**config.mk**
```make
export PLATFORM = sky130hd
export DESIGN_NAME = lru_key_cache_directory
export DESIGN_NICKNAME = d
export VERILOG_FILES = /design/src/hw/rtl/lkcd_pkg.sv /design/src/hw/rtl/lru_key_cache_directory.sv /design/src/hw/rtl/lkcd_cam.sv
export SDC_FILE = /design/constraint.sdc
export NUM_CORES = 1
export LEC_CHECK = 0
export BUFFER_PORTS_ARGS = -buffer_cell sky130_fd_sc_hd__buf_2
export CORE_ASPECT_RATIO = 1.1
export CORE_UTILIZATION = 45
export CTS_CLUSTER_SIZE = 16
export DETAILED_ROUTE_END_ITERATION = 10
export PLACE_DENSITY = 0.7
export SETUP_SLACK_MARGIN = 0.4
export SYNTH_ARGS = -nofsm -noshare
export SYNTH_HDL_FRONTEND = slang
export SYNTH_HIERARCHICAL = 1
export SYNTH_SLANG_ARGS = --single-unit
```
**constraint.sdc**
```tcl
create_clock -name clk_i -period 4.61 [get_ports clk_i]
set_input_delay 0.461 -clock clk_i [delete_from_list [all_inputs] [get_ports clk_i]]
set_output_delay 0.461 -clock clk_i [all_outputs]
set_load 0.03 [all_outputs]
```
**src/hw/rtl/lkcd_pkg.sv**
```systemverilog
// ----------------------------------------------------------------------------
// lkcd_pkg
// Types and constants shared by the LRU key cache directory.
// ----------------------------------------------------------------------------
package lkcd_pkg;

  localparam int unsigned KeyW   = 16;
  localparam int unsigned StampW = 32;
  localparam int unsigned SlotW  = 3;

  localparam logic OpGet   = 1'b0;
  localparam logic OpClear = 1'b1;

  typedef struct packed {
    logic            op;
    logic [KeyW-1:0] key;
  } req_t;

  typedef struct packed {
    logic [SlotW-1:0] slot;
    logic             hit;
    logic             load_needed;
    logic             cleared;
  } rsp_t;

endpackage

```
**src/hw/rtl/lru_key_cache_directory.sv**
```systemverilog
// ----------------------------------------------------------------------------
// lru_key_cache_directory
// Fully associative cache directory with LRU replacement by use stamps.
// ----------------------------------------------------------------------------
// Usage:
//   Request channel (in_valid_i / in_stall_o / in_data_i) carries op and key.
//   Response channel (out_valid_o / out_stall_i / out_data_o) returns one
//   transaction per request: slot, hit, load_needed, cleared.
//   Keys sit in a compare array, stamps in a synchronous RAM.
//   One request is processed at a time.
//   Get hit and clear: accept, then compare and update. Get miss: accept,
//   compare, then read the stamp RAM one entry per cycle to find the oldest
//   slot, as it has a single read port, then fill.
//   The response appears in the output register the cycle after completion;
//   a new request is taken while that response still waits.
//   A stalled response holds; a request finishing meanwhile waits for the
//   output register to free.
//   Reset clears keys, stamp valid bits and the use counter; no clearing
//   pass is needed.
// ----------------------------------------------------------------------------
module lru_key_cache_directory import lkcd_pkg::*; #(
  parameter int unsigned ENTRIES = 8
) (
  input  logic clk_i,
  input  logic rst_ni,
  input  logic in_valid_i,
  output logic in_stall_o,
  input  req_t in_data_i,
  output logic out_valid_o,
  input  logic out_stall_i,
  output rsp_t out_data_o
);

  localparam int unsigned IW = (ENTRIES > 1) ? $clog2(ENTRIES) : 1;
  localparam logic [IW-1:0] LastIdx = IW'(ENTRIES - 1);

  localparam logic [1:0] S_IDLE = 2'd0;
  localparam logic [1:0] S_LOOK = 2'd1;
  localparam logic [1:0] S_SCAN = 2'd2;
  localparam logic [1:0] S_FILL = 2'd3;

  logic [1:0]         state_q, state_d;
  req_t               req_q;
  logic [StampW-1:0]  cnt_q, cnt_d;
  logic [ENTRIES-1:0] sval_q, sval_d;
  logic [IW-1:0]      cmp_q, cmp_d;
  logic [IW-1:0]      best_idx_q, best_idx_d;
  logic [StampW-1:0]  best_q, best_d;
  logic               out_valid_q, out_valid_d;
  rsp_t               out_q, out_d;

  logic [StampW-1:0]  mem [ENTRIES];
  logic [StampW-1:0]  rd_data_q;
  logic [IW-1:0]      rd_addr;
  logic               mem_we;
  logic [IW-1:0]      mem_waddr;
  logic [StampW-1:0]  cur_stamp;

  logic               match;
  logic [IW-1:0]      match_idx;
  logic               cam_we;
  logic [IW-1:0]      cam_waddr;
  logic [KeyW-1:0]    cam_wkey;

  logic               out_free;
  logic [StampW-1:0]  cnt_inc;

  lkcd_cam #(
    .ENTRIES (ENTRIES),
    .IW      (IW)
  ) u_cam (
    .clk_i        (clk_i),
    .rst_ni       (rst_ni),
    .search_key_i (req_q.key),
    .match_o      (match),
    .match_idx_o  (match_idx),
    .we_i         (cam_we),
    .waddr_i      (cam_waddr),
    .wkey_i       (cam_wkey)
  );

  always_ff @(posedge clk_i) begin
    if (mem_we) begin
      mem[mem_waddr] <= cnt_q;
    end
    rd_data_q <= mem[rd_addr];
  end

  assign rd_addr    = (state_q == S_LOOK) ? '0 : cmp_q + 1'b1;
  assign cur_stamp  = sval_q[cmp_q] ? rd_data_q : '0;
  assign out_free   = !out_valid_q || !out_stall_i;
  assign cnt_inc    = (cnt_q != '1) ? cnt_q + 1'b1 : cnt_q;
  assign in_stall_o = (state_q != S_IDLE);

  always_comb begin
    state_d     = state_q;
    cnt_d       = cnt_q;
    sval_d      = sval_q;
    cmp_d       = cmp_q;
    best_idx_d  = best_idx_q;
    best_d      = best_q;
    out_valid_d = out_valid_q && out_stall_i;
    out_d       = out_q;
    mem_we      = 1'b0;
    mem_waddr   = match_idx;
    cam_we      = 1'b0;
    cam_waddr   = match_idx;
    cam_wkey    = '0;

    case (state_q)
      S_IDLE: begin
        if (in_valid_i) begin
          state_d = S_LOOK;
        end
      end
      S_LOOK: begin
        if (req_q.op == OpGet && !match) begin
          cmp_d   = '0;
          state_d = S_SCAN;
        end else if (out_free) begin
          out_valid_d = 1'b1;
          out_d       = '0;
          state_d     = S_IDLE;
          if (req_q.op == OpGet) begin
            mem_we            = 1'b1;
            sval_d[match_idx] = 1'b1;
            cnt_d             = cnt_inc;
            out_d.slot        = SlotW'(match_idx);
            out_d.hit         = 1'b1;
          end else if (match) begin
            cam_we            = 1'b1;
            sval_d[match_idx] = 1'b0;
            out_d.cleared     = 1'b1;
          end
        end
      end
      S_SCAN: begin
        if (cmp_q == '0 || cur_stamp < best_q) begin
          best_d     = cur_stamp;
          best_idx_d = cmp_q;
        end
        if (cmp_q == LastIdx) begin
          state_d = S_FILL;
        end else begin
          cmp_d = cmp_q + 1'b1;
        end
      end
      S_FILL: begin
        mem_waddr = best_idx_q;
        cam_waddr = best_idx_q;
        cam_wkey  = req_q.key;
        if (out_free) begin
          mem_we             = 1'b1;
          cam_we             = 1'b1;
          sval_d[best_idx_q] = 1'b1;
          cnt_d              = cnt_inc;
          out_valid_d        = 1'b1;
          out_d              = '0;
          out_d.slot         = SlotW'(best_idx_q);
          out_d.load_needed  = 1'b1;
          state_d            = S_IDLE;
        end
      end
      default: begin
        state_d = S_IDLE;
      end
    endcase
  end

  always_ff @(posedge clk_i or negedge rst_ni) begin
    if (!rst_ni) begin
      state_q     <= S_IDLE;
      cnt_q       <= '0;
      sval_q      <= '0;
      cmp_q       <= '0;
      out_valid_q <= 1'b0;
    end else begin
      state_q     <= state_d;
      cnt_q       <= cnt_d;
      sval_q      <= sval_d;
      cmp_q       <= cmp_d;
      out_valid_q <= out_valid_d;
    end
  end

  always_ff @(posedge clk_i) begin
    if (state_q == S_IDLE && in_valid_i) begin
      req_q <= in_data_i;
    end
    best_idx_q <= best_idx_d;
    best_q     <= best_d;
    out_q      <= out_d;
  end

  assign out_valid_o = out_valid_q;
  assign out_data_o  = out_q;

  a_cnt_monotonic: assert property (@(posedge clk_i) disable iff (!rst_ni)
    1'b1 |=> cnt_q >= $past(cnt_q))
    else $error("use counter went backward");

  a_rsp_exclusive: assert property (@(posedge clk_i) disable iff (!rst_ni)
    out_valid_q |-> $countones({out_q.hit, out_q.load_needed, out_q.cleared}) <= 1)
    else $error("response flags not exclusive");

  a_scan_bound: assert property (@(posedge clk_i) disable iff (!rst_ni)
    state_q == S_SCAN |-> cmp_q <= LastIdx)
    else $error("scan index out of range");

  a_fill_after_scan: assert property (@(posedge clk_i) disable iff (!rst_ni)
    (state_q == S_FILL && $past(state_q) != S_FILL) |-> $past(state_q) == S_SCAN)
    else $error("fill entered without scan");

endmodule

```
**src/hw/rtl/lkcd_cam.sv**
```systemverilog
// ----------------------------------------------------------------------------
// lkcd_cam
// Key store with parallel compare and lowest-index priority encode.
// ----------------------------------------------------------------------------
module lkcd_cam import lkcd_pkg::*; #(
  parameter int unsigned ENTRIES = 8,
  parameter int unsigned IW      = $clog2(ENTRIES)
) (
  input  logic            clk_i,
  input  logic            rst_ni,
  input  logic [KeyW-1:0] search_key_i,
  output logic            match_o,
  output logic [IW-1:0]   match_idx_o,
  input  logic            we_i,
  input  logic [IW-1:0]   waddr_i,
  input  logic [KeyW-1:0] wkey_i
);

  logic [KeyW-1:0] key_q [ENTRIES];
  logic [ENTRIES-1:0] hit_vec;

  always_ff @(posedge clk_i or negedge rst_ni) begin
    if (!rst_ni) begin
      for (int i = 0; i < ENTRIES; i++) begin
        key_q[i] <= '0;
      end
    end else if (we_i) begin
      key_q[waddr_i] <= wkey_i;
    end
  end

  always_comb begin
    for (int i = 0; i < ENTRIES; i++) begin
      hit_vec[i] = (key_q[i] == search_key_i);
    end
  end

  always_comb begin
    match_idx_o = '0;
    for (int i = ENTRIES - 1; i >= 0; i--) begin
      if (hit_vec[i]) begin
        match_idx_o = IW'(i);
      end
    end
  end

  assign match_o = |hit_vec;

endmodule
```
==> results by group, run 1 <==
Clock network
  • # H-tree levels: 2
  • Num CTS Buffers: 53
  • Worst-case clock buffer depth: 3
  • Reg clk slew, reported paths: 0.06 ns
  • CTS Root Cell: clkbuf_16
  • CTS tree: built
  • Clk Latency, worst-skew pair: 0.61 ns
  • Sink Count: 520

Cells and area
  • Post-route insts no fill: 2319
  • Commonest non-fill, non-tap cell in the layout: edfxtp_1
  • Finished Cell Area: 25200 um^2
  • Layout cell share with drive strength beyond 1: 20.2%
  • Most frequent cells in the layout: edfxtp_1 (314), dfrtp_1 (173), mux2_2 (130), xor2_1 (117), a21oi_1 (92)
  • Utilization after layout: 51.2%
  • Final net count: 1684
  • # diodes: 0
  • Synthesis-to-finish area growth: 11.7%

Die
  • I/O pin total: 29
  • Die extent in y: 237 um
  • Initial Util: 45.9%
  • Core area: 49200 um^2
  • Rows: 85
  • DIE AREA: 51100 um^2
  • Die width: 216 um

Setup path
  • CP Cell Sequence: mux4_2 -> mux2_2 -> and2_1 -> ha_1 -> nand2_1 -> nor4_1 -> a21boi_0 -> nor4b_1 -> a21oi_4 -> buf_4
  • Crit path largest cell delay: 0.56 ns
  • Crit path arrival time: 4.23 ns
  • Worst path required time: 4.92 ns
  • Worst-path maximum fanout: 33
  • Element type at the critical path end: flip-flop
  • Crit start category: flip-flop
  • Slowest CP cell: nor4b_1
  • Critical path class: flip-flop to flip-flop

STA
  • Max Fclk: 255 MHz
  • Period utilization: 85.1%
  • Fin. max-slew vios: 0
  • Tmin final: 3.92 ns
  • Clock Skew: 0.0224 ns
  • Hold WS: -0.00129 ns
  • Relative slew margins: 17.6%
  • Final Hold Violating Endpoints: 1
  • Final setup viols: 0
  • Worst-Margin Slew: 1.24 ns
  • Final TNS setup: 0 ns
  • Unrepaired setup endpoints after global routing: no

Placed design
  • HPWL after DPL: 29600 um
  • Placed insts: 2218
  • Area after DPL: 23500 um^2
  • RD Place Congestion: 0.884
  • Port-buffer cells: 28

Run
  • Max cap viols: 0

Route
  • Drc violations: 0
  • Drt wl/cell: 21.1 um
  • Initial DRC count: 995
  • 1st-pass router iterations: 5
  • Via/cell ratio: 5.63
  • Total wire length: 49000 um
  • Vias: 13.1k
  • Post-detailed-route count of antenna-violating nets: 0

Yosys
  • Async S/R FF share, synth: 33.5%
  • Mapped Avg Cell Area: 14.3 um^2
  • Post-synth top flop: edfxtp_1
  • Synth cell types: 62
  • Cell count after synthesis: 1585
  • Post-synth design cell area: 22600 um^2
  • Synth Net Count: 1646
  • Post-synthesis register bit count: 520
  • Synth warnings: 6
  • EDFF count, synth: 314
  • Sequential area share after synthesis: 63.9%

Global route
  • First-pass GRT wire length: 75900 um
  • Global route overflow: 0
  • Initial antenna violation count: 1
  • Vias in the first global route: 13.3k
  • Total track usage: 19.4%
  • Pin count of the biggest net entering global routing: 108

Hold path
  • HP Class: primary input to asynchronous set/reset pin

Power and ir drop
  • Peak supply drop: 0.000502 V
  • Pleak: 10.4 nW
  • PD cells: 518 nW/um^2

Outcome
  • Outcome: complete, but fails checks
  • Failing checks: hold timing
## cell type report
type / instances / area (um^2)
Inverter: 44 / 165
Sequential cell: 520 / 14400
Tap cell: 652 / 816
Clock buffer: 73 / 1470
Clock inverter: 26 / 186
Multi-Input combinational cell: 939 / 7580
Fill cell: 4027 / 24000
Timing Repair Buffer: 65 / 577
## synth_stat cells, types with 36 or more instances
| cell | number | area, um^2 |
|---|---|---|
| a21oi_1 | 93 | 465 |
| and2_1 | 53 | 332 |
| dfrtp_1 | 174 | 4350 |
| edfxtp_1 | 314 | 9430 |
| ha_1 | 40 | 500 |
| inv_1 | 44 | 165 |
| mux2_2 | 130 | 1460 |
| nand2_1 | 72 | 270 |
| nor3_1 | 43 | 215 |
| o21ai_0 | 57 | 285 |
| o22a_1 | 36 | 315 |
| xnor2_1 | 41 | 359 |
| xor2_1 | 117 | 1020 |
## power breakdown
part / switching [mW] / internal (mW)
Combinational: 1.85 / 1.33
Sequential: 0.311 / 5.48
Clock: 1.79 / 2.29
Total: 3.95 / 9.11
## logic make-up after synthesis
group	share of synthesized area [%]
flip-flops	63.9
AND/OR/NAND/NOR	8.52
AO/OA/AOI/OAI	6.31
multiplexers	9.92
XOR/XNOR	6.13
buffers and inverters	3.04
adder cells (fa/ha/maj)	2.22
## metrics by stage
step                      total power [mW]  setup WS [ns]
after floorplan                       8.28          0.598
after global placement                9.00          0.650
after detailed placement              9.09          0.534
after CTS                             13.2          0.533
after global routing                  13.7          0.434
final                                 13.1          0.687
## routing by layer
metal  vias up  global-route usage [%]  wire length (um)
li1       5940                       -                 -
met1      6606                    24.8             20200
met2       389                    32.6             24500
met3       114                    3.11              2530
met4         2                    8.51              1790
met5         -                       0                 9
## sequential cells by signal (all words and copies together), names as in the netlist, named ones only
register / cells
state_q: 2
mem: 256
u_cam/key_q: 128
cnt_q: 32
best_q: 32
req_q: 17
out_valid_o: 1
best_idx_q: 3
cmp_q: 3
out_data_o: 6
rd_data_q: 32
## worst paths after layout
check / startpoint / to / slack, ns / depth (start not counted)
max in group asynchronous: rst_ni / cnt_q[29] / 3.49 / 2
setup reg to reg: cmp_q[0] / best_q[12] / 0.69 / 10
hold / removal: rst_ni / u_cam/key_q[6] / -0.001 / 1
min in group clk_i: in_data_i[9] / req_q[9] / 0.04 / 1
hold reg to reg: flip-flop / flip-flop / 0.51 / 2
setup / recovery: cmp_q[0] / best_q[12] / 0.69 / 10
## worst max-delay path, delay by kind of cell (launching register included)
kind            cells  cell delay (ns)
simple gates        4             1.27
fa+ha+maj           1             0.31
mux                 2             0.99
compound gates      2             0.34
buf+inv             1             0.30
flops               1             0.40
## repair_timing
action / in CTS / in global routing
hold endpoints to repair: 1 / 0
gates resized for setup: 0 / 2
hold buffers: 1 / 0
setup endpoints to repair: 0 / 52
setup buffers: 0 / 1
No activity file was read; power rests on OpenSTA's default activity.
==> run 2: changes to the inputs <==
ABC_AREA = 1   (was not set)
SKIP_LAST_GASP = 1   (was not set)
SYNTH_HIERARCHICAL = not set   (was 1)
==> run 2 against run 1 <==
  * The run now ends clean
  * Sequential cell count is the same
  * Synthesized cell count up 64%
  * Clock power increased by 7.3%
  * Count of clock-buffer cells in the layout shrank 2
  * Fmax down 1.1%
  * Combinational power grew 44%
  * Die area rose by 7.6%
  * Non-clock buffer count rose by 8
  * Cell count is 46% higher
  * Critical endpoint is now u_cam.key_q[18]
==> results by group, run 2 <==
Clock network
  • Sink Count: 520 (unchanged)
  • Clk Latency, worst-skew pair: 0.62 ns (was 0.61 ns)
  • Worst-case clock buffer depth: 3 (unchanged)
  • CTS tree: built (unchanged)
  • # H-tree levels: 2 (unchanged)
  • Reg clk slew, reported paths: 0.06 ns (about the same)
  • CTS Root Cell: clkbuf_16 (unchanged)
  • Num CTS Buffers: 53 (unchanged)

Setup path
  • Slowest CP cell: edfxtp_1 (was nor4b_1)
  • Critical path class: flip-flop to flip-flop (unchanged)
  • Worst-path maximum fanout: 16 (was 33)
  • CP Cell Sequence: inv_1 -> nand2_1 -> nand2_1 -> nor2_1 -> nand2_1 -> nor2_1 -> nand2_1 -> nand2_1 -> inv_2 -> nand2_1 -> nand3_1 -> nand2_1 -> nand2_1 -> inv_2 -> nand4_2 -> nand2_1 -> nand2_1 (was mux4_2 -> mux2_2 -> and2_1 -> ha_1 -> nand2_1 -> nor4_1 -> a21boi_0 -> nor4b_1 -> a21oi_4 -> buf_4)
  • Cell repeated most along the worst path: nand2_1
  • Element type at the critical path end: flip-flop (unchanged)
  • Worst path bufs/invs: 3 (was 1)
  • Crit path largest cell delay: 0.65 ns (was 0.56 ns)
  • Worst path required time: 5.09 ns (was 4.92 ns)
  • Delay-heaviest family, CP: simple AND/OR/NAND/NOR gates (unchanged)
  • Crit path arrival time: 4.45 ns (was 4.23 ns)
  • Crit start category: flip-flop (unchanged)

Placed design
  • Port-buffer cells: 28 (unchanged)
  • Area after DPL: 25300 um^2 (was 23500 um^2)
  • HPWL after DPL: 36000 um (was 29600 um)
  • RD Place Congestion: 0.920 (was 0.884)

Route
  • Vias: 18.0k (was 13.1k)
  • Post-detailed-route count of antenna-violating nets: 0 (unchanged)
  • Initial DRC count: 1725 (was 995)
  • Drc violations: 0 (unchanged)
  • Drt wl/cell: 17.4 um (was 21.1 um)
  • 1st-pass router iterations: 7 (was 5)
  • Total wire length: 58600 um (was 49000 um)
  • Via/cell ratio: 5.33 (was 5.63)

STA
  • Unrepaired setup endpoints after global routing: no (unchanged)
  • Worst-Margin Slew: 1.06 ns (was 1.24 ns)
  • Relative slew margins: 29.7% (was 17.6%)
  • Final Hold Violating Endpoints: 0 (was 1)
  • Fin. max-slew vios: 0 (unchanged)
  • Tmin final: 3.97 ns (was 3.92 ns)
  • Final setup viols: 0 (unchanged)
  • Period utilization: 86.1% (was 85.1%)
  • Final TNS setup: 0 ns (unchanged)
  • Max Fclk: 252 MHz (was 255 MHz)
  • Clock Skew: 0.0273 ns (was 0.0224 ns)

Global route
  • Met2 GRT Util: 34.1% (was 32.6%)
  • Pin count of the biggest net entering global routing: 77 (was 108)
  • Vias in the first global route: 17.1k (was 13.3k)
  • Met1 Usage GRT: 30.5% (was 24.8%)
  • Initial antenna violation count: 1 (unchanged)
  • First-pass GRT wire length: 93700 um (was 75900 um)
  • Most used routing layer: met2 (unchanged)
  • Total track usage: 21.6% (was 19.4%)
  • GR met3 Demand/Resource: 3.27% (was 3.11%)
  • Global route overflow: 0 (unchanged)

Yosys
  • Count leader, synth: nand2_1 (was edfxtp_1)
  • Mapped Avg Cell Area: 9.35 um^2 (was 14.3 um^2)
  • Post-synth design cell area: 24300 um^2 (was 22600 um^2)
  • Post-synthesis register bit count: 520 (unchanged)
  • EDFF count, synth: 314 (unchanged)
  • Synth warnings: 0 (was 6)
  • Post-synth top flop: edfxtp_1 (unchanged)
  • Top cells by count, synth: nand2_1 (750), nor2_1 (362), edfxtp_1 (314) (was edfxtp_1 (314), dfrtp_1 (174), mux2_2 (130))
  • Async S/R FF share, synth: 33.5% (unchanged)
  • Synth Net Count: 2663 (was 1646)
  • Synth cell types: 42 (was 62)
  • Synth area leaders: edfxtp_1 (39%), dfrtp_1 (18%), nand2_1 (12%) (was edfxtp_1 (42%), dfrtp_1 (19%), mux2_2 (6.5%))
  • Top cell type's share of synthesized area: 38.8% (was 41.7%)
  • Cell count after synthesis: 2602 (was 1585)
  • Sequential area share after synthesis: 59.3% (was 63.9%)
  • Largest area contributor in the netlist: edfxtp_1 (unchanged)

Die
  • DIE AREA: 55000 um^2 (was 51100 um^2)
  • Initial Util: 45.4% (was 45.9%)
  • Core area: 53600 um^2 (was 49200 um^2)
  • Die extent in y: 246 um (was 237 um)
  • Die width: 224 um (was 216 um)
  • I/O pin total: 29 (unchanged)
  • Rows: 89 (was 85)

Power and ir drop
  • Peak supply drop: 0.000395 V (was 0.000502 V)
  • Pleak: 11.7 nW (was 10.4 nW)
  • PD cells: 553 nW/um^2 (was 518 nW/um^2)

Cells and area
  • Most frequent cells in the layout: nand2_1 (749), nor2_1 (353), edfxtp_1 (314), inv_1 (216), dfrtp_1 (174) (was edfxtp_1 (314), dfrtp_1 (173), mux2_2 (130), xor2_1 (117), a21oi_1 (92))
  • Layout cell share with drive strength beyond 1: 9.14% (was 20.2%)
  • Final net count: 2665 (was 1684)
  • Finished Cell Area: 27100 um^2 (was 25200 um^2)
  • Top flop regs: mem x256, u_cam.key_q x128 (was mem x256, u_cam/key_q x128)
  • Max FFs per register: 256 (unchanged)
  • # diodes: 0 (unchanged)
  • Commonest non-fill, non-tap cell in the layout: nand2_1 (was edfxtp_1)
  • Top reg by flops: mem (unchanged)
  • Synthesis-to-finish area growth: 11.5% (was 11.7%)
  • Fill cell total of the finished layout: 4711 (was 4027)

Outcome
  • Outcome: complete, no violations (was complete, but fails checks)

Hold path
  • HP Class: primary input to flip-flop (was primary input to asynchronous set/reset pin)

Run
  • Max cap viols: 0 (unchanged)
-- run 2: cell count changes after synthesis, moves of 44 or more --
cell,previous run,this run
o21ai_0,57,103
inv_1,44,217
clkbuf_1,29,74
nand4_1,32,141
a21oi_1,93,23
and2_1,53,0
nor2_1,30,362
xor2_1,117,73
nand2_1,72,750
mux2_2,130,0
-- run 2: layout make-up --
class	count	area (um^2)	share of cell area [%]
Clock inverter	28	307	1.13
Inverter	236	887	3.27
Multi-Input combinational cell	1720	8560	31.6
Tap cell	728	911	3.36
Timing Repair Buffer	73	529	1.95
Clock buffer	71	1500	5.54
Sequential cell	520	14400	53.2
-- run 2: kinds of logic after synthesis --
| kind of cell | after synthesis | share of synthesized area [%] |
|---|---|---|
| simple gates | 1358 | 23.6 |
| flops | 520 | 59.3 |
| compound gates | 236 | 6.01 |
| xor+xnor | 86 | 3.10 |
| buf+inv | 362 | 6.00 |
| fa+ha+maj | 40 | 2.06 |
-- run 2: power breakdown --
group          switching [mW]  internal (mW)  total [mW]  leakage, nW
clock network            1.86           2.53        4.39        0.865
logic                    3.15           1.43        4.58         5.26
registers               0.427           5.62        6.04         5.53
-- run 2: layer usage --
layer,vias up,part of all wire [%]
li1,8626,-
met1,8664,44
met2,598,46
met3,116,7.1
met4,0,2.5
met5,-,0
-- run 2: timing repair --
item | CTS | global route
resized for setup | 0 | 0
setup buffers | 0 | 0
hold buffers | 3 | 0
hold endpoints to repair | 52 | 0
-- run 2: final timing paths --
path | to | slack (ns) | from | cells past startpoint
setup / recovery | u_cam.key_q[18] | 0.64 | req_q[11] | 17
hold / removal | req_q[13] | 0.03 | in_data_i[13] | 1
setup reg to reg | u_cam.key_q[18] | 0.64 | req_q[11] | 17
hold reg to reg | u_cam.key_q[103] | 0.49 | u_cam.key_q[103] | 2
max in group asynchronous | u_cam.key_q[40] | 3.20 | rst_ni | 3
min in group asynchronous | asynchronous set/reset pin | 0.37 | rst_ni | 2
-- run 2: stage by stage --
step / instances / setup WS (ns) / hold slack (ns) / power [mW] / utilization (%)
after detailed placement: 3274 / 0.745 / 0.463 / 10.7 / 47.2
final: 3376 / 0.642 / 0.0298 / 15.0 / 50.6
after floorplan: 2602 / 0.727 / 0.165 / 9.28 / -
after CTS: 3376 / 0.679 / 0.00188 / 15.1 / 50.6
after global placement: 3274 / 0.819 / 0.467 / 10.5 / 47.2
after global routing: 3376 / 0.446 / 0.0135 / 15.9 / 50.6
